$ cat src/design/dedup_match_table_with_drain_unit_macros.svh
// Assertion macros shared by the rule-match table modules.
// Depends on nothing; included by the controller and the datapath.
`ifndef DEDUP_MATCH_TABLE_WITH_DRAIN_UNIT_MACROS_SVH
`define DEDUP_MATCH_TABLE_WITH_DRAIN_UNIT_MACROS_SVH

// Same-cycle implication, disabled while reset is high.
`define DMT_ASSERT_IMP(label, clk, rst, ante, cons, msg) \
   label: assert property (@(posedge clk) disable iff (rst) (ante) |-> (cons)) \
      else $error(msg);

// Next-cycle implication, disabled while reset is high.
`define DMT_ASSERT_NXT(label, clk, rst, ante, cons, msg) \
   label: assert property (@(posedge clk) disable iff (rst) (ante) |=> (cons)) \
      else $error(msg);

`endif

$ cat src/design/dmt_pkg.sv
// Types and constants of the rule-match table with per-phase drain.
// Depends on nothing; used by the top level, the controller, the datapath and the testbench.
package dmt_pkg;

   localparam int DMT_MAX_ENTRIES = 16;
   localparam int DMT_ID_BYTES    = 16;
   localparam int DMT_ID_W        = 128;
   localparam int DMT_RULE_W      = 40;
   localparam int DMT_PHASE_W     = 3;
   localparam int DMT_LEN_W       = 5;
   localparam int CSR_IDX_W       = 2;
   localparam int CSR_DATA_W      = 64;

   localparam logic [DMT_RULE_W-1:0]  DMT_RULE_MAX  = 40'd999999999999;
   localparam logic [DMT_PHASE_W-1:0] DMT_PHASE_MAX = 3'd4;

   typedef enum logic [1:0] {
      FN_CAPTURE = 2'd0,
      FN_NEXT    = 2'd1,
      FN_FAIL    = 2'd2
   } dmt_func_type;

   typedef enum logic [1:0] {
      RS_NONE  = 2'd0,
      RS_ENTRY = 2'd1,
      RS_ERROR = 2'd2
   } dmt_status_type;

   typedef enum logic [CSR_IDX_W-1:0] {
      CSR_ENABLED   = 2'd0,
      CSR_ID_HIGH   = 2'd1,
      CSR_ID_LOW    = 2'd2,
      CSR_ID_LENGTH = 2'd3
   } dmt_csr_type;

   typedef struct packed {
      logic [DMT_RULE_W-1:0]  rule;
      logic [DMT_PHASE_W-1:0] phase;
      logic                   emitted;
   } dmt_entry_type;

   typedef struct packed {
      logic           load;
      logic           scan_start;
      logic           scan_run;
      logic           append;
      logic           mark;
      logic           set_fail;
      logic           finish;
      logic           use_rule;
      dmt_status_type status;
   } dmt_cmd_type;

   typedef struct packed {
      dmt_func_type func;
      logic         enabled;
      logic         failed;
      logic         item_ok;
      logic         phase_ok;
      logic         count_zero;
      logic         full;
      logic         out_empty;
      logic         hit;
      logic         last;
   } dmt_stat_type;

endpackage

$ cat src/design/dmt_if.sv
// Valid/ready channel interfaces for the request and response sides.
// Depends on nothing; instantiated around the top level.
interface dmt_req_if;
   logic               valid;
   logic               ready;
   logic [1:0]         func;
   logic [63:0]        txn_id_high;
   logic [63:0]        txn_id_low;
   logic [4:0]         txn_id_length;
   logic signed [40:0] rule_number;
   logic [2:0]         phase;

   modport source (output valid, func, txn_id_high, txn_id_low, txn_id_length,
                   rule_number, phase, input ready);
   modport sink (input valid, func, txn_id_high, txn_id_low, txn_id_length,
                 rule_number, phase, output ready);
endinterface

interface dmt_rsp_if;
   logic        valid;
   logic        ready;
   logic [1:0]  status;
   logic [39:0] rule_out;
   logic        failed_flag;

   modport source (output valid, status, rule_out, failed_flag, input ready);
   modport sink (input valid, status, rule_out, failed_flag, output ready);
endinterface

$ cat src/design/dedup_match_table_with_drain_unit.sv
// Channel    Direction  Transfer                 Carries
// req_chan   in         valid and ready high     func, ID words and length, rule, phase
// rsp_chan   out        valid and ready high     status, rule_out, failed_flag
// csr_*      in         csr_we high              register index and 64-bit write data
//
// A transaction is taken in ST_IDLE and registered, then evaluated in ST_EVAL. A table scan
// then reads one entry per cycle from the single read port of the entry memory. A transaction
// holds the block through its evaluation and any scan before the next one is taken.
// A new transaction is accepted while the previous result still waits on rsp_chan;
// its evaluation holds until that result has been taken.
// Reset is synchronous and active high; it resets the table count, the failure latch
// and the control registers. Entry contents are not cleared, as only filled entries are read.
// Top level of the rule-match table; depends on dmt_pkg, dmt_if, dmt_ctrl and dmt_datapath.
module dedup_match_table_with_drain_unit #(
   parameter int MAX_ENTRIES = dmt_pkg::DMT_MAX_ENTRIES
) (
   input  logic                           clock,
   input  logic                           reset,
   dmt_req_if.sink                        req_chan,
   dmt_rsp_if.source                      rsp_chan,
   input  logic                           csr_we,
   input  logic [dmt_pkg::CSR_IDX_W-1:0]  csr_index,
   input  logic [dmt_pkg::CSR_DATA_W-1:0] csr_wdata
);
   import dmt_pkg::*;

   dmt_cmd_type  cmd;
   dmt_stat_type stat;

   dmt_ctrl u_ctrl (
      .clock     (clock),
      .reset     (reset),
      .req_valid (req_chan.valid),
      .req_ready (req_chan.ready),
      .stat      (stat),
      .cmd       (cmd)
   );

   dmt_datapath #(
      .MAX_ENTRIES (MAX_ENTRIES)
   ) u_datapath (
      .clock             (clock),
      .reset             (reset),
      .cmd               (cmd),
      .stat              (stat),
      .req_func          (req_chan.func),
      .req_txn_id_high   (req_chan.txn_id_high),
      .req_txn_id_low    (req_chan.txn_id_low),
      .req_txn_id_length (req_chan.txn_id_length),
      .req_rule_number   (req_chan.rule_number),
      .req_phase         (req_chan.phase),
      .csr_we            (csr_we),
      .csr_index         (csr_index),
      .csr_wdata         (csr_wdata),
      .rsp_valid         (rsp_chan.valid),
      .rsp_ready         (rsp_chan.ready),
      .rsp_status        (rsp_chan.status),
      .rsp_rule_out      (rsp_chan.rule_out),
      .rsp_failed_flag   (rsp_chan.failed_flag)
   );

endmodule

$ cat src/design/dmt_datapath.sv
// Datapath: registers, ID and range checks, entry memory, scan pipeline, result register.
// Depends on dmt_pkg and the assertion macro header.
`include "dedup_match_table_with_drain_unit_macros.svh"

module dmt_datapath #(
   parameter int MAX_ENTRIES = dmt_pkg::DMT_MAX_ENTRIES
) (
   input  logic                                clock,
   input  logic                                reset,
   input  dmt_pkg::dmt_cmd_type                cmd,
   output dmt_pkg::dmt_stat_type               stat,
   input  logic [1:0]                          req_func,
   input  logic [63:0]                         req_txn_id_high,
   input  logic [63:0]                         req_txn_id_low,
   input  logic [4:0]                          req_txn_id_length,
   input  logic signed [40:0]                  req_rule_number,
   input  logic [2:0]                          req_phase,
   input  logic                                csr_we,
   input  logic [dmt_pkg::CSR_IDX_W-1:0]       csr_index,
   input  logic [dmt_pkg::CSR_DATA_W-1:0]      csr_wdata,
   output logic                                rsp_valid,
   input  logic                                rsp_ready,
   output logic [1:0]                          rsp_status,
   output logic [39:0]                         rsp_rule_out,
   output logic                                rsp_failed_flag
);
   import dmt_pkg::*;

   localparam int CW = $clog2(MAX_ENTRIES + 1);
   localparam int AW = (MAX_ENTRIES > 1) ? $clog2(MAX_ENTRIES) : 1;

   logic                   enabled_ff;
   logic [63:0]            exp_hi_ff;
   logic [63:0]            exp_lo_ff;
   logic [DMT_LEN_W-1:0]   exp_len_ff;
   logic [CW-1:0]          count_ff, count_in;
   logic                   fail_ff, fail_in;

   logic [1:0]             func_ff;
   logic [DMT_RULE_W-1:0]  item_rule_ff;
   logic [DMT_PHASE_W-1:0] phase_ff;
   logic                   item_ok_ff;
   logic                   phase_ok_ff;

   logic [DMT_ID_W-1:0]    id_in;
   logic [DMT_ID_W-1:0]    id_exp;
   logic                   id_ok;
   logic                   rule_ok;
   logic                   phase_ok;

   dmt_entry_type          mem [MAX_ENTRIES];
   dmt_entry_type          rdata_ff;
   dmt_entry_type          wdata;
   logic                   mem_we;
   logic [AW-1:0]          waddr;
   logic [CW-1:0]          scan_addr_ff;
   logic                   issue;
   logic                   rd_valid_ff;
   logic [AW-1:0]          rd_idx_ff;
   logic                   hit;
   logic                   last;
   logic                   csr_clear;

   logic                   rsp_valid_ff;
   dmt_status_type         status_ff;
   logic [DMT_RULE_W-1:0]  rule_out_ff;
   logic                   failed_ff;

   assign id_in  = {req_txn_id_high, req_txn_id_low};
   assign id_exp = {exp_hi_ff, exp_lo_ff};

   // Bytes run from the top of the 128-bit word; only the first length bytes count.
   always_comb begin
      id_ok = (req_txn_id_length == exp_len_ff) && (exp_len_ff != '0) &&
              (exp_len_ff <= DMT_LEN_W'(DMT_ID_BYTES));
      for (int i = 0; i < DMT_ID_W / 8; i++) begin
         if ((DMT_LEN_W'(i) < req_txn_id_length) &&
             (id_in[DMT_ID_W-1-8*i -: 8] != id_exp[DMT_ID_W-1-8*i -: 8])) begin
            id_ok = 1'b0;
         end
      end
   end

   assign rule_ok  = !req_rule_number[40] && (req_rule_number[39:0] != '0) &&
                     (req_rule_number[39:0] <= DMT_RULE_MAX);
   assign phase_ok = (req_phase <= DMT_PHASE_MAX);

   assign csr_clear = csr_we && (dmt_csr_type'(csr_index) == CSR_ENABLED);

   always_ff @(posedge clock) begin
      if (reset) begin
         enabled_ff <= 1'b0;
         exp_hi_ff  <= '0;
         exp_lo_ff  <= '0;
         exp_len_ff <= DMT_LEN_W'(1);
      end else if (csr_we) begin
         case (dmt_csr_type'(csr_index))
            CSR_ENABLED:   enabled_ff <= csr_wdata[0];
            CSR_ID_HIGH:   exp_hi_ff  <= csr_wdata;
            CSR_ID_LOW:    exp_lo_ff  <= csr_wdata;
            CSR_ID_LENGTH: exp_len_ff <= csr_wdata[DMT_LEN_W-1:0];
            default: begin
            end
         endcase
      end
   end

   always_comb begin
      count_in = count_ff;
      fail_in  = fail_ff;
      if (csr_clear) begin
         count_in = '0;
         fail_in  = 1'b0;
      end else begin
         if (cmd.append) begin
            count_in = count_ff + CW'(1);
         end
         if (cmd.set_fail) begin
            fail_in = 1'b1;
         end
      end
   end

   always_ff @(posedge clock) begin
      if (reset) begin
         count_ff <= '0;
         fail_ff  <= 1'b0;
      end else begin
         count_ff <= count_in;
         fail_ff  <= fail_in;
      end
   end

   always_ff @(posedge clock) begin
      if (cmd.load) begin
         func_ff      <= req_func;
         item_rule_ff <= req_rule_number[39:0];
         phase_ff     <= req_phase;
         item_ok_ff   <= id_ok && rule_ok && phase_ok;
         phase_ok_ff  <= phase_ok;
      end
   end

   // Scan pipeline: one address issued per cycle, compared when its data returns.
   assign issue = cmd.scan_run && (scan_addr_ff < count_ff);

   always_ff @(posedge clock) begin
      if (reset) begin
         scan_addr_ff <= '0;
         rd_valid_ff  <= 1'b0;
      end else if (cmd.scan_start) begin
         scan_addr_ff <= '0;
         rd_valid_ff  <= 1'b0;
      end else begin
         rd_valid_ff <= issue;
         if (issue) begin
            scan_addr_ff <= scan_addr_ff + CW'(1);
         end
      end
   end

   always_ff @(posedge clock) begin
      if (issue) begin
         rdata_ff  <= mem[scan_addr_ff[AW-1:0]];
         rd_idx_ff <= scan_addr_ff[AW-1:0];
      end
   end

   always_comb begin
      mem_we = cmd.append || cmd.mark;
      if (cmd.mark) begin
         waddr         = rd_idx_ff;
         wdata         = rdata_ff;
         wdata.emitted = 1'b1;
      end else begin
         waddr = count_ff[AW-1:0];
         wdata = '{rule: item_rule_ff, phase: phase_ff, emitted: 1'b0};
      end
   end

   always_ff @(posedge clock) begin
      if (mem_we) begin
         mem[waddr] <= wdata;
      end
   end

   // A capture looks for the same rule and phase; a fetch for the oldest unemitted entry of that phase.
   assign hit = rd_valid_ff && (rdata_ff.phase == phase_ff) &&
                ((dmt_func_type'(func_ff) == FN_NEXT) ? !rdata_ff.emitted
                                                      : (rdata_ff.rule == item_rule_ff));
   assign last = rd_valid_ff && ((CW'(rd_idx_ff) + CW'(1)) == count_ff);

   always_ff @(posedge clock) begin
      if (reset) begin
         rsp_valid_ff <= 1'b0;
      end else if (cmd.finish) begin
         rsp_valid_ff <= 1'b1;
      end else if (rsp_ready) begin
         rsp_valid_ff <= 1'b0;
      end
   end

   always_ff @(posedge clock) begin
      if (cmd.finish) begin
         status_ff   <= cmd.status;
         rule_out_ff <= cmd.use_rule ? rdata_ff.rule : '0;
         failed_ff   <= fail_in;
      end
   end

   assign rsp_valid       = rsp_valid_ff;
   assign rsp_status      = status_ff;
   assign rsp_rule_out    = rule_out_ff;
   assign rsp_failed_flag = failed_ff;

   always_comb begin
      stat            = '0;
      stat.func       = dmt_func_type'(func_ff);
      stat.enabled    = enabled_ff;
      stat.failed     = fail_ff;
      stat.item_ok    = item_ok_ff;
      stat.phase_ok   = phase_ok_ff;
      stat.count_zero = (count_ff == '0);
      stat.full       = (count_ff == CW'(MAX_ENTRIES));
      stat.out_empty  = !rsp_valid_ff;
      stat.hit        = hit;
      stat.last       = last;
   end

   `DMT_ASSERT_IMP(a_count_bound, clock, reset, 1'b1, count_ff <= CW'(MAX_ENTRIES), "entry count above table depth")
   `DMT_ASSERT_IMP(a_append_room, clock, reset, cmd.append, count_ff < CW'(MAX_ENTRIES), "append into a full table")
   `DMT_ASSERT_IMP(a_mark_on_hit, clock, reset, cmd.mark, hit, "entry marked without a matching read")
   `DMT_ASSERT_IMP(a_result_free, clock, reset, cmd.finish, !rsp_valid_ff, "result overwrites a pending result")

endmodule

$ cat src/design/dmt_ctrl.sv
// Controller: sequences each transaction through evaluation and the table scan.
// Depends on dmt_pkg and the assertion macro header.
`include "dedup_match_table_with_drain_unit_macros.svh"

module dmt_ctrl (
   input  logic                  clock,
   input  logic                  reset,
   input  logic                  req_valid,
   output logic                  req_ready,
   input  dmt_pkg::dmt_stat_type stat,
   output dmt_pkg::dmt_cmd_type  cmd
);
   import dmt_pkg::*;

   typedef enum logic [1:0] {
      ST_IDLE,
      ST_EVAL,
      ST_SCAN
   } state_type;

   state_type state_ff, state_in;

   assign req_ready = (state_ff == ST_IDLE);

   always_comb begin
      cmd      = '0;
      state_in = state_ff;
      case (state_ff)
         ST_IDLE: begin
            if (req_valid) begin
               cmd.load = 1'b1;
               state_in = ST_EVAL;
            end
         end
         // Decisions wait until the previous result has been taken.
         ST_EVAL: begin
            if (stat.out_empty) begin
               cmd.finish = 1'b1;
               cmd.status = RS_NONE;
               case (stat.func)
                  FN_CAPTURE: begin
                     if (stat.enabled && !stat.failed) begin
                        if (!stat.item_ok) begin
                           cmd.set_fail = 1'b1;
                           cmd.status   = RS_ERROR;
                        end else if (stat.count_zero) begin
                           cmd.append = 1'b1;
                        end else begin
                           cmd.finish     = 1'b0;
                           cmd.scan_start = 1'b1;
                        end
                     end
                  end
                  FN_NEXT: begin
                     if (stat.enabled) begin
                        if (stat.failed) begin
                           cmd.status = RS_ERROR;
                        end else if (!stat.phase_ok) begin
                           cmd.set_fail = 1'b1;
                           cmd.status   = RS_ERROR;
                        end else if (!stat.count_zero) begin
                           cmd.finish     = 1'b0;
                           cmd.scan_start = 1'b1;
                        end
                     end
                  end
                  FN_FAIL: begin
                     cmd.set_fail = 1'b1;
                     cmd.status   = RS_ERROR;
                  end
                  default: begin
                  end
               endcase
               state_in = cmd.finish ? ST_IDLE : ST_SCAN;
            end
         end
         ST_SCAN: begin
            if (stat.hit) begin
               cmd.finish = 1'b1;
               if (stat.func == FN_NEXT) begin
                  cmd.mark     = 1'b1;
                  cmd.use_rule = 1'b1;
                  cmd.status   = RS_ENTRY;
               end else begin
                  cmd.status = RS_NONE;
               end
               state_in = ST_IDLE;
            end else if (stat.last) begin
               cmd.finish = 1'b1;
               cmd.status = RS_NONE;
               if (stat.func == FN_CAPTURE) begin
                  if (stat.full) begin
                     cmd.set_fail = 1'b1;
                     cmd.status   = RS_ERROR;
                  end else begin
                     cmd.append = 1'b1;
                  end
               end
               state_in = ST_IDLE;
            end else begin
               cmd.scan_run = 1'b1;
            end
         end
         default: begin
            state_in = ST_IDLE;
         end
      endcase
   end

   always_ff @(posedge clock) begin
      if (reset) begin
         state_ff <= ST_IDLE;
      end else begin
         state_ff <= state_in;
      end
   end

   `DMT_ASSERT_IMP(a_entry_marks, clock, reset, cmd.finish && cmd.status == RS_ENTRY, cmd.mark, "entry returned without being marked")
   `DMT_ASSERT_IMP(a_scan_ends, clock, reset, state_ff == ST_SCAN && stat.last, cmd.finish, "scan ran past the last entry")
   `DMT_ASSERT_NXT(a_result_shown, clock, reset, cmd.finish, !stat.out_empty, "finished transaction left no result")

endmodule

$ cat src/flat_wrapper.sv
// flat-port wrapper written by rule: the top's interface ports become plain ports
module dedup_match_table_with_drain_unit_flat import dmt_pkg::*;
#(
   parameter int MAX_ENTRIES = dmt_pkg::DMT_MAX_ENTRIES
)
  (clock, reset, csr_we, csr_index, csr_wdata, req_chan_valid, req_chan_func, req_chan_txn_id_high, req_chan_txn_id_low, req_chan_txn_id_length, req_chan_rule_number, req_chan_phase, req_chan_ready, rsp_chan_valid, rsp_chan_status, rsp_chan_rule_out, rsp_chan_failed_flag, rsp_chan_ready);
  dmt_req_if req_chan_i ();
  dmt_rsp_if rsp_chan_i ();
  input  logic clock;
  input  logic reset;
  input  logic csr_we;
  input  logic [dmt_pkg::CSR_IDX_W-1:0] csr_index;
  input  logic [dmt_pkg::CSR_DATA_W-1:0] csr_wdata;
  input wire logic [$bits(req_chan_i.valid)-1:0] req_chan_valid;
  input wire logic [$bits(req_chan_i.func)-1:0] req_chan_func;
  input wire logic [$bits(req_chan_i.txn_id_high)-1:0] req_chan_txn_id_high;
  input wire logic [$bits(req_chan_i.txn_id_low)-1:0] req_chan_txn_id_low;
  input wire logic [$bits(req_chan_i.txn_id_length)-1:0] req_chan_txn_id_length;
  input wire logic [$bits(req_chan_i.rule_number)-1:0] req_chan_rule_number;
  input wire logic [$bits(req_chan_i.phase)-1:0] req_chan_phase;
  output wire logic [$bits(req_chan_i.ready)-1:0] req_chan_ready;
  output wire logic [$bits(rsp_chan_i.valid)-1:0] rsp_chan_valid;
  output wire logic [$bits(rsp_chan_i.status)-1:0] rsp_chan_status;
  output wire logic [$bits(rsp_chan_i.rule_out)-1:0] rsp_chan_rule_out;
  output wire logic [$bits(rsp_chan_i.failed_flag)-1:0] rsp_chan_failed_flag;
  input wire logic [$bits(rsp_chan_i.ready)-1:0] rsp_chan_ready;
  assign req_chan_i.valid = req_chan_valid;
  assign req_chan_i.func = req_chan_func;
  assign req_chan_i.txn_id_high = req_chan_txn_id_high;
  assign req_chan_i.txn_id_low = req_chan_txn_id_low;
  assign req_chan_i.txn_id_length = req_chan_txn_id_length;
  assign req_chan_i.rule_number = req_chan_rule_number;
  assign req_chan_i.phase = req_chan_phase;
  assign req_chan_ready = req_chan_i.ready;
  assign rsp_chan_valid = rsp_chan_i.valid;
  assign rsp_chan_status = rsp_chan_i.status;
  assign rsp_chan_rule_out = rsp_chan_i.rule_out;
  assign rsp_chan_failed_flag = rsp_chan_i.failed_flag;
  assign rsp_chan_i.ready = rsp_chan_ready;
  dedup_match_table_with_drain_unit #(.MAX_ENTRIES(MAX_ENTRIES)) u_core (.clock(clock), .reset(reset), .req_chan(req_chan_i), .rsp_chan(rsp_chan_i), .csr_we(csr_we), .csr_index(csr_index), .csr_wdata(csr_wdata));
endmodule
$ cat config.mk
export PLATFORM = sky130hd
export DESIGN_NAME = dedup_match_table_with_drain_unit_flat
export DESIGN_NICKNAME = d
export VERILOG_FILES = /design/src/design/dmt_pkg.sv /design/src/design/dmt_if.sv /design/src/design/dedup_match_table_with_drain_unit.sv /design/src/design/dmt_datapath.sv /design/src/design/dmt_ctrl.sv /design/src/flat_wrapper.sv
export VERILOG_INCLUDE_DIRS = /design/src /design/src/design
export SDC_FILE = /design/constraint.sdc
export NUM_CORES = 1
export LEC_CHECK = 0
export ABC_AREA = 1
export BUFFER_PORTS_ARGS = -buffer_cell sky130_fd_sc_hd__buf_2
export CORE_ASPECT_RATIO = 1.5
export CORE_MARGIN = 5
export CORE_UTILIZATION = 42
export CTS_CLUSTER_DIAMETER = 60
export DETAILED_ROUTE_END_ITERATION = 8
export REMOVE_ABC_BUFFERS = 1
export SETUP_SLACK_MARGIN = 0.05
export SYNTH_ARGS = -nofsm -noshare
export SYNTH_HDL_FRONTEND = slang
export SYNTH_SLANG_ARGS = --single-unit
export TNS_END_PERCENT = 1
$ cat constraint.sdc
create_clock -name clock -period 12.48 [get_ports clock]
set_input_delay 0.624 -clock clock [delete_from_list [all_inputs] [get_ports clock]]
set_output_delay 0.624 -clock clock [all_outputs]
set_load 0.02 [all_outputs]
==> results of run 1 <==
[stage by stage]
stage | power, mW | util [%]
2_1_floorplan | 3.93 | -
3_3_place_gp | 4.09 | 45.3
3_5_place_dp | 4.10 | 45.3
4_1_cts | 7.08 | 48.7
5_1_grt | 7.25 | 48.7
6_report | 7.01 | 48.7
[how the worst min path moves through the flow]
stage	start	end	slack [ps]	depth (start not counted)
floorplan	u_core.u_datapath.exp_lo_ff[16]	u_core.u_datapath.exp_lo_ff[16]	440	2
global placement	u_core.u_datapath.exp_lo_ff[53]	u_core.u_datapath.exp_lo_ff[53]	440	2
detailed placement	u_core.u_datapath.exp_lo_ff[43]	u_core.u_datapath.exp_lo_ff[43]	450	2
global route	req_chan_func[1]	u_core.u_datapath.func_ff[1]	90	1
finish	req_chan_rule_number[24]	u_core.u_datapath.item_rule_ff[24]	130	1
CTS	req_chan_rule_number[24]	u_core.u_datapath.item_rule_ff[24]	70	1
[power by group]
part           internal (mW)  switching [mW]  total (mW)  leakage [nW]
sequential              3.67          0.0321        3.70          8.78
combinational          0.104           0.219       0.323          6.06
clock                   1.72            1.27        2.99          1.57
[per-layer routing]
metal	vias up	wire, um	track usage (%)
met1	13400	44600	26.8
li1	12900	-	-
met5	-	111	0
met4	18	2900	6.45
met2	996	56700	37.0
met3	182	9020	5.10
[registers in the layout, summed over array words and instances (netlist names), 3 cells and up]
register                        count
u_core.u_datapath.scan_addr_ff      5
u_core.u_datapath.count_ff          5
u_core.u_datapath.rsp_rule_out     40
u_core.u_datapath.phase_ff          3
u_core.u_datapath.rd_idx_ff         4
u_core.u_datapath.mem             704
u_core.u_datapath.rdata_ff         44
u_core.u_datapath.exp_len_ff        5
u_core.u_datapath.exp_lo_ff        64
u_core.u_datapath.exp_hi_ff        64
u_core.u_datapath.item_rule_ff     40
[worst reg2reg max path: stages (launching register included)]
cell and delay, ps:
edfxtp_1 720, xnor2_1 190, nand4_1 110, a21oi_1 260, nand2_4 410, o21ai_0 590, nand3_2 340, nor2_4 430
buf_4 580
[cell usage in the layout, fill, tap and decap left out, types with 43 or more instances in the layout]
cell type / instances
xor2_1: 43
buf_2: 294
inv_1: 196
o21ai_0: 509
o221ai_1: 70
o22ai_1: 110
buf_4: 62
dfxtp_1: 146
a21oi_1: 100
edfxtp_1: 842
xnor2_1: 91
clkbuf_16: 100
nor2_1: 566
nand3_1: 109
nand2_1: 283
[layout make-up]
class | count | share of cell area, %
flip-flops and latches | 991 | 60.7
multi-input cells | 2083 | 23.1
clock buffers | 124 | 5.59
repair buffers | 356 | 4.16
well taps | 1269 | 3.41
inverters | 208 | 1.70
clock inverters | 60 | 1.36
diodes | 7 | 0.0376
[cell families after synthesis]
group	share of synthesized area, %
simple gates	11.1
flops	69.9
compound gates	11.9
buf+inv	3.83
xor+xnor	2.90
fa+ha+maj	0.341
==> impl_metrics.toml, run 1 <==
[outcome]
status = "complete, no violations"

[yosys]
syn_inst = 3477
synth.most_common_cell = "edfxtp_1"
avgSynthCellArea_um2 = 11.6
ys_seq_area_share_pct = 69.9
synth-main-ff-cell = "edfxtp_1"
yosys.area.top_type_share_pct = 62.6
async_flop_share_pct = 0
synth_top_area_cell = "edfxtp_1"
synth_cell_types = 41
synth_area_leaders = "edfxtp_1 (63%), dfxtp_1 (7.4%), o21ai_0 (6.5%)"
syn_area_mm2 = 0.0404
yosys_register_bits = 991
synth_common_cells = "edfxtp_1 (842), nor2_1 (584), o21ai_0 (523)"
yosysWarnings = 0
synth-edff-count = 842

[setup_path]
crit_path_end = "u_core.u_datapath.mem[12][12]"
reg2reg_to = "u_core.u_datapath.mem[12][12]"
critPathKind = "reg2reg"
cp_top_family = "simple AND/OR/NAND/NOR gates"
crit_arrival_ps = 4360
cp.required_ps = 12780
path_cells = "xnor2_1 > nand4_1 > a21oi_1 > nand2_4 > o21ai_0 > nand3_2 > nor2_4 > buf_4"
rrSetupSlack_ps = 8420
end_kind = "flop"
crit_start = "u_core.u_datapath.phase_ff[2]"
slowest_delay_ps = 720
ff2ff_path_depth = 8
critPathMaxFanout = 55
rr_startpoint = "u_core.u_datapath.phase_ff[2]"
worstSetupStartpointType = "flop"
slowest_stage = "edfxtp_1"
crit_buf_inv = 1
crit_cells = 8

[clock_tree]
clkLatencyLatePin_ps = 680
postCtsSetupBuffers = 0
cts_buffers = 99
clkTransAtPathRegs_ps = 70
clock-sinks = 991
cts_buffer_depth = 3
htree_levels = 3
cts_root_buffer = "clkbuf_16"
cts_tree = "done"
cts-resized-gates = 0
hold_buffers = 0

[floorplanning]
die-area_mm2 = 0.103
core-area_mm2 = 0.0957
die_h_um = 390
std_cell_rows = 139
fp.dieW_um = 263
start_util_pct = 42.3
ioPinCount = 295

[timing]
max-slew-margin-rel_pct = 8.81
tightest_slew_ps = 1360
hold_viol = 0
setup_slack_ps = 8420
drv_slew = 0
min_period_ps = 4060
finClkSkew_ps = 24.7
whs_ps = 128
rsz0062_at_grt = "no"
fin_setup_tns_ps = 0
min_period_over_period_pct = 32.5
fmax_ghz = 0.246
setup_viol = 0

[placement]
pre_cts_ws_ps = 8410
placed_area_mm2 = 0.0434
place_congestion = 0.842
dpl.cell_count = 4907
portBuffers = 294
place_hpwl_mm = 71.0

[finish]
nets = 4000
nFillCells = 8582
drive_gt1_share_pct = 15.1
fin_cells = 5098
syn2layout_area_growth_pct = 15.3
multi_input_area_mm2 = 0.0108
seqCellArea_mm2 = 0.0283
fin_area_mm2 = 0.0466

[detailed_routing]
drcViolationCount = 0
vias_per_cell = 5.39
wl_per_cell_um = 22.2
vias = 27500
dr.pass1.iters = 6
wl_mm = 113
dr.first_iter.drc_count = 1975
drtAntennaViolNets = 0

[power_and_ir_drop]
p_per_area_mw_per_mm2 = 150
power_leakage_nw = 16.4
ir_drop_mv = 0.100

[grt]
grt_pass1_wl_mm = 168
grt_usage_pct = 21.4
grt_max_degree = 110
gr-total-overflow = 0
grt_pass1_vias = 27000
antenna_found_initial = 20

[worst_hold_path]
hold_class = "in2reg"

[run]
cap_violations = 0
(Power assumes the default switching activity.)
==> inputs of run 2 (changes only) <==
--- a/config.mk
+++ b/config.mk
@@ -6,7 +6,7 @@
 export SDC_FILE = /design/constraint.sdc
 export NUM_CORES = 1
 export LEC_CHECK = 0
-export ABC_AREA = 1
+export ABC_AREA = 0
 export BUFFER_PORTS_ARGS = -buffer_cell sky130_fd_sc_hd__buf_2
 export CORE_ASPECT_RATIO = 1.5
 export CORE_MARGIN = 5
==> constraint.sdc (replaced) <==
create_clock -name clock -period 4.19 [get_ports clock]
set_input_delay 0.2095 -clock clock [delete_from_list [all_inputs] [get_ports clock]]
set_output_delay 0.2095 -clock clock [all_outputs]
set_load 0.02 [all_outputs]
==> run 2 against run 1 <==
Cell area rose by 0.78%; area after synthesis fell by 2.2%; setup slack got worse by 8000 ps; clock power rose to 2.8 times the previous value; non-clock buffer count rose by 108; critical path type unchanged; largest power group unchanged; highest routed layer unchanged.
==> impl_metrics.toml, run 2 <==
[setup_path]
critPathKind = "reg2reg"
crit_arrival_ps = 4140
crit_buf_inv = 1
worstSetupStartpointType = "flop"
cp_top_family = "compound AO/OA/AOI/OAI gates"
rrSetupSlack_ps = 410
end_kind = "flop"
cp.required_ps = 4550
slowest_delay_ps = 620
slowest_stage = "nor2_4"
critPathMaxFanout = 30
path_cells = "ha_1 > o21ba_1 > a221oi_2 > o211ai_2 > nor4_4 > a41o_2 > a41oi_1 > nor2_4 > buf_12"

[yosys]
synth_area_leaders = "edfxtp_1 (64%), mux4_2 (13%), dfxtp_1 (7.5%)"
synth_top_area_cell = "edfxtp_1"
synth_compound_area_share_pct = 3.79
synth_simple_gate_area_share_pct = 6.18
ys_seq_area_share_pct = 71.5
synth_common_cells = "edfxtp_1 (842), nand2_1 (287), mux4_2 (220)"
synth_cell_types = 64
synth_fa_ha_area_share_pct = 0.348
yosysWarnings = 0
syn_inst = 2311
async_flop_share_pct = 0
synth_top_family_by_area = "multiplexers"
synth_mux_area_share_pct = 12.8
avgSynthCellArea_um2 = 17.1
synth-xor-area-share_pct = 4.01
yosys_register_bits = 991
synth.most_common_cell = "edfxtp_1"
synth-main-ff-cell = "edfxtp_1"
syn_area_mm2 = 0.0395
synth-edff-count = 842
yosys.area.top_type_share_pct = 64.0

[timing]
finClkSkew_ps = 34.0
min_period_ps = 3780
drv_slew = 0
fmax_ghz = 0.264
setup_viol = 0
tightest_slew_ps = 1180
hold_viol = 0
setup_slack_ps = 407
rsz0062_at_grt = "no"
max-slew-margin-rel_pct = 21.5
min_period_over_period_pct = 90.3

[clock_tree]
postCtsSetupBuffers = 0
clkLatencyLatePin_ps = 690
cts_tree = "done"
cts-resized-gates = 0
cts_buffer_depth = 3
htree_levels = 3
hold_buffers = 111
clock-sinks = 991
clkTransAtPathRegs_ps = 70
cts_buffers = 92
cts_root_buffer = "clkbuf_16"

[detailed_routing]
wl_per_cell_um = 27.2
dr.first_iter.drc_count = 1973
vias_per_cell = 5.62
vias = 22900
wl_mm = 111
dr.pass1.iters = 5
drcViolationCount = 0
drtAntennaViolNets = 0

[finish]
largest_reg_flops = 704
layout_common_cells = "edfxtp_1 (842), buf_2 (293), nand2_1 (286), mux4_2 (220), dfxtp_1 (146)"
fin_cells = 4073
mostFrequentLayoutCell = "edfxtp_1"
fin_area_mm2 = 0.0470
drive_gt1_share_pct = 26.4
nets = 3010
max_flop_register = "u_core.u_datapath.mem"
syn2layout_area_growth_pct = 18.9
final_util_pct = 50.4
reg.largest.list = "u_core.u_datapath.mem (704), u_core.u_datapath.exp_hi_ff (64), u_core.u_datapath.exp_lo_ff (64)"

[grt]
gr-total-overflow = 0
grt_usage_pct = 21.7
grt_pass1_wl_mm = 160
antenna_found_initial = 3
grt_max_degree = 125
grt_pass1_vias = 23600

[floorplanning]
fp.dieW_um = 260
core-area_mm2 = 0.0932
die_h_um = 386
start_util_pct = 42.4
ioPinCount = 295
die-area_mm2 = 0.100
std_cell_rows = 137

[outcome]
status = "complete, no violations"

[placement]
portBuffers = 294
dpl.cell_count = 3795
placed_area_mm2 = 0.0429
place_congestion = 0.893
place_hpwl_mm = 71.5
pre_cts_ws_ps = 417

[run]
cap_violations = 0

[power_and_ir_drop]
p_per_area_mw_per_mm2 = 425
power_leakage_nw = 15.5
ir_drop_mv = 0.281

[worst_hold_path]
hold_class = "in2reg"
-- run 2: metrics by stage --
| stage | hold WS, ps | TNS (ps) | power [mW] |
|---|---|---|---|
| 6_report | 49.6 | 0 | 20.0 |
| 5_1_grt | 69.8 | 0 | 20.6 |
| 4_1_cts | 18.2 | 0 | 20.1 |
| 3_5_place_dp | 388 | 0 | 11.7 |
| 3_3_place_gp | 392 | 0 | 11.7 |
| 2_1_floorplan | 279 | -2791780 | 11.3 |
-- run 2: logic make-up after synthesis --
| group | count (synthesis) |
|---|---|
| compound gates | 248 |
| xor+xnor | 181 |
| fa+ha+maj | 11 |
| buf+inv | 134 |
| flops | 991 |
| mux | 229 |
| simple gates | 517 |
-- run 2: routing by layer --
metal | vias to the layer above | GRT usage (%) | wire length (um)
li1 | 9904 | - | -
met1 | 11800 | 26.8 | 41500
met2 | 1021 | 38.7 | 57100
met3 | 159 | 3.93 | 8730
met4 | 4 | 7.02 | 3200
met5 | - | 0 | 36
-- run 2: final cells by class --
type                    instances  area [um^2]
diodes                          1         2.50
clock buffers                 108         2360
clock inverters                58          624
fillers                      7812        46300
inverters                      14         53.8
multi-input cells            1186        10900
flip-flops and latches        991        28300
well taps                    1251         1570
repair buffers                464         3190
-- run 2: final timing paths --
kind,startpoint,end,depth (start not counted)
hold reg to reg,u_core.u_datapath.exp_lo_ff[44],u_core.u_datapath.exp_lo_ff[44],2
setup / recovery,u_core.u_datapath.rd_idx_ff[1],u_core.u_datapath.mem[10][7],9
setup reg to reg,u_core.u_datapath.rd_idx_ff[1],u_core.u_datapath.mem[10][7],9
hold / removal,reset,u_core.u_datapath.exp_lo_ff[15],2
-- run 2: worst reg2reg max path, stage by stage (launching register included) --
cell and delay [ps]:
edfxtp_1 520, ha_1 300, o21ba_1 200, a221oi_2 300
o211ai_2 170, nor4_4 330, a41o_2 370, a41oi_1 280
nor2_4 620, buf_12 340
-- run 2: power by group --
| group | internal (mW) | total, mW | switching (mW) |
|---|---|---|---|
| Sequential | 10.8 | 10.8 | 0.0633 |
| Clock | 4.64 | 8.35 | 3.71 |
| Combinational | 0.303 | 0.776 | 0.473 |
==> inputs of run 3 (changes only) <==
--- a/config.mk
+++ b/config.mk
@@ -8,11 +8,11 @@
 export LEC_CHECK = 0
 export ABC_AREA = 0
 export BUFFER_PORTS_ARGS = -buffer_cell sky130_fd_sc_hd__buf_2
-export CORE_ASPECT_RATIO = 1.5
 export CORE_MARGIN = 5
-export CORE_UTILIZATION = 42
+export CORE_UTILIZATION = 60
 export CTS_CLUSTER_DIAMETER = 60
 export DETAILED_ROUTE_END_ITERATION = 8
+export PLACE_DENSITY = 0.8
 export REMOVE_ABC_BUFFERS = 1
 export SETUP_SLACK_MARGIN = 0.05
 export SYNTH_ARGS = -nofsm -noshare
==> run 3 against run 2 <==
Register-to-register slack worse by 160 ps; flip-flop and latch count stayed put; die area is 29% lower; highest routed layer is now met4; sequential power hardly changed; largest power group unchanged; first-iteration DRC count is 70% higher; critical path type unchanged; clock skew is 1.3 ps lower; global-route usage is 8.9 points higher; combinational power is 2% higher; total power is 0.16% higher; largest cell class unchanged; sequential share of layout area is 0.54 points higher.
==> impl_metrics.toml, run 3 (synthesized netlist as in run 2, its figures left out) <==
[outcome]
status = "complete, no violations"

[grt]
grt_pass1_wl_mm = 160
grt_max_degree = 109
grt_pass1_vias = 24300
antenna_found_initial = 7
gr-total-overflow = 0
grt_usage_pct = 30.6

[timing]
tightest_slew_ps = 1120
setup_viol = 0
finClkSkew_ps = 32.7
max-slew-margin-rel_pct = 25.2
fin_setup_tns_ps = 0
fmax_ghz = 0.254
hold_viol = 0
min_period_ps = 3940
rsz0062_at_grt = "no"
setup_slack_ps = 247
drv_slew = 0
min_period_over_period_pct = 94.1

[power_and_ir_drop]
internal-power_mw = 15.7
ir_drop_mv = 0.415
sw_frac_of_total_pct = 21.5
power_leakage_nw = 15.5
p_clk_share_pct = 41.8
power_mw = 20.0
p_sw_mw = 4.30
pwr-share-comb_pct = 4.0
seqPwrFrac_pct = 54.2
p_per_area_mw_per_mm2 = 429

[clock_tree]
cts_tree = "done"
htree_levels = 3
cts-resized-gates = 0
clkLatencyLatePin_ps = 670
cts_buffer_depth = 3
clkTransAtPathRegs_ps = 60
cts_buffers = 97
clock-sinks = 991
cts_root_buffer = "clkbuf_16"

[finish]
syn2layout_area_growth_pct = 17.8
fin_cells = 3711
layout_common_cells = "edfxtp_1 (842), buf_2 (293), nand2_1 (286), mux4_2 (220), dfxtp_1 (146)"
nets = 3021
max_flop_register = "u_core.u_datapath.mem"
mostFrequentLayoutCell = "edfxtp_1"
reg.largest.list = "u_core.u_datapath.mem (704), u_core.u_datapath.exp_hi_ff (64), u_core.u_datapath.exp_lo_ff (64)"
drive_gt1_share_pct = 26.3
final_util_pct = 71.1
largest_reg_flops = 704

[setup_path]
end_kind = "flop"
critPathKind = "reg2reg"
crit_arrival_ps = 4280
cp.required_ps = 4530
worstSetupStartpointType = "flop"
critPathMaxFanout = 27

[detailed_routing]
dr.pass1.iters = 5
wl_mm = 110
wl_per_cell_um = 29.5
vias = 23800
dr.first_iter.drc_count = 3360
drcViolationCount = 0
drtAntennaViolNets = 0
vias_per_cell = 6.41

[placement]
pre_cts_ws_ps = 248
place_congestion = 0.966
dpl.cell_count = 3405
portBuffers = 294
place_hpwl_mm = 67.8

[run]
cap_violations = 0

[floorplanning]
fp.dieW_um = 267
die-area_mm2 = 0.0711
std_cell_rows = 94
start_util_pct = 60.3
die_h_um = 267
ioPinCount = 295
core-area_mm2 = 0.0655

[worst_hold_path]
hold_class = "in2reg"
==> run 3: changes by cell type in the layout (fill, tap and decap cells not counted), moves of 4 or more <==
| cell | before | now |
|---|---|---|
| clkbuf_1 | 16 | 20 |
| bufinv_16 | 9 | 5 |
| dlygate4sd3_1 | 111 | 117 |
| clkinv_2 | 14 | 18 |
| clkbuf_16 | 92 | 97 |
| clkinv_1 | 16 | 23 |
| diode_2 | 1 | 8 |
==> run 3: through the flow <==
step / instance area (um^2) / hold WS [ps]
after detailed placement: 42300 / 397
after global routing: 46500 / 131
after CTS: 46500 / 95.6
after floorplan: 39000 / 279
final: 46600 / 117
after global placement: 42300 / 395
==> run 3: final cells by class <==
cell class                 count  area (um^2)
fill                        3881        19000
clock buffer                 118         2520
inverter                      14         53.8
antenna                        8         20.0
timing repair buffer         470         3210
tap                          864         1080
clock inverter                60          507
sequential                   991        28300
multi-input combinational   1186        10900
==> run 3: worst paths after layout <==
path	from	endpoint	slack, ps	cells past startpoint
max	u_core.u_datapath.rd_idx_ff[1]	u_core.u_datapath.mem[2][8]	250	10
min	reset	u_core.u_datapath.exp_lo_ff[33]	120	2
max reg2reg	u_core.u_datapath.rd_idx_ff[1]	u_core.u_datapath.mem[2][8]	250	10
min reg2reg	u_core.u_datapath.exp_lo_ff[21]	u_core.u_datapath.exp_lo_ff[21]	470	2
==> run 3: critical path, stage by stage, from the launching register on <==
cell	delay, ps
edfxtp_1	510
ha_1	290
o21ba_1	200
a221oi_2	290
o211ai_2	200
nor4_4	340
a41o_2	250
buf_4	170
a41oi_1	280
nor2_4	770
buf_12	320
==> run 3: repair_timing <==
action | CTS | global route
endpoints found under the setup margin | 0 | 20
setup buffers | 0 | 3
hold endpoints to repair | 182 | 0
hold buffers | 117 | 0
==> run 3: per-layer routing <==
metal	global-route usage, %	vias up	routed length (um)
met5	0	-	0
met4	11.6	0	5060
met3	8.18	289	12300
met2	50.7	1630	53800
met1	39.4	11900	38400
li1	-	9927	-
==> run 3: power by group through the flow <==
stage	clock [mW]	combinational, mW	sequential [mW]
4_1_cts	8.42	0.777	10.8
2_1_floorplan	0	0.295	11.1
5_1_grt	8.92	0.844	10.8
3_3_place_gp	0	0.662	11.0
3_5_place_dp	0	0.683	11.0
6_report	8.36	0.795	10.8
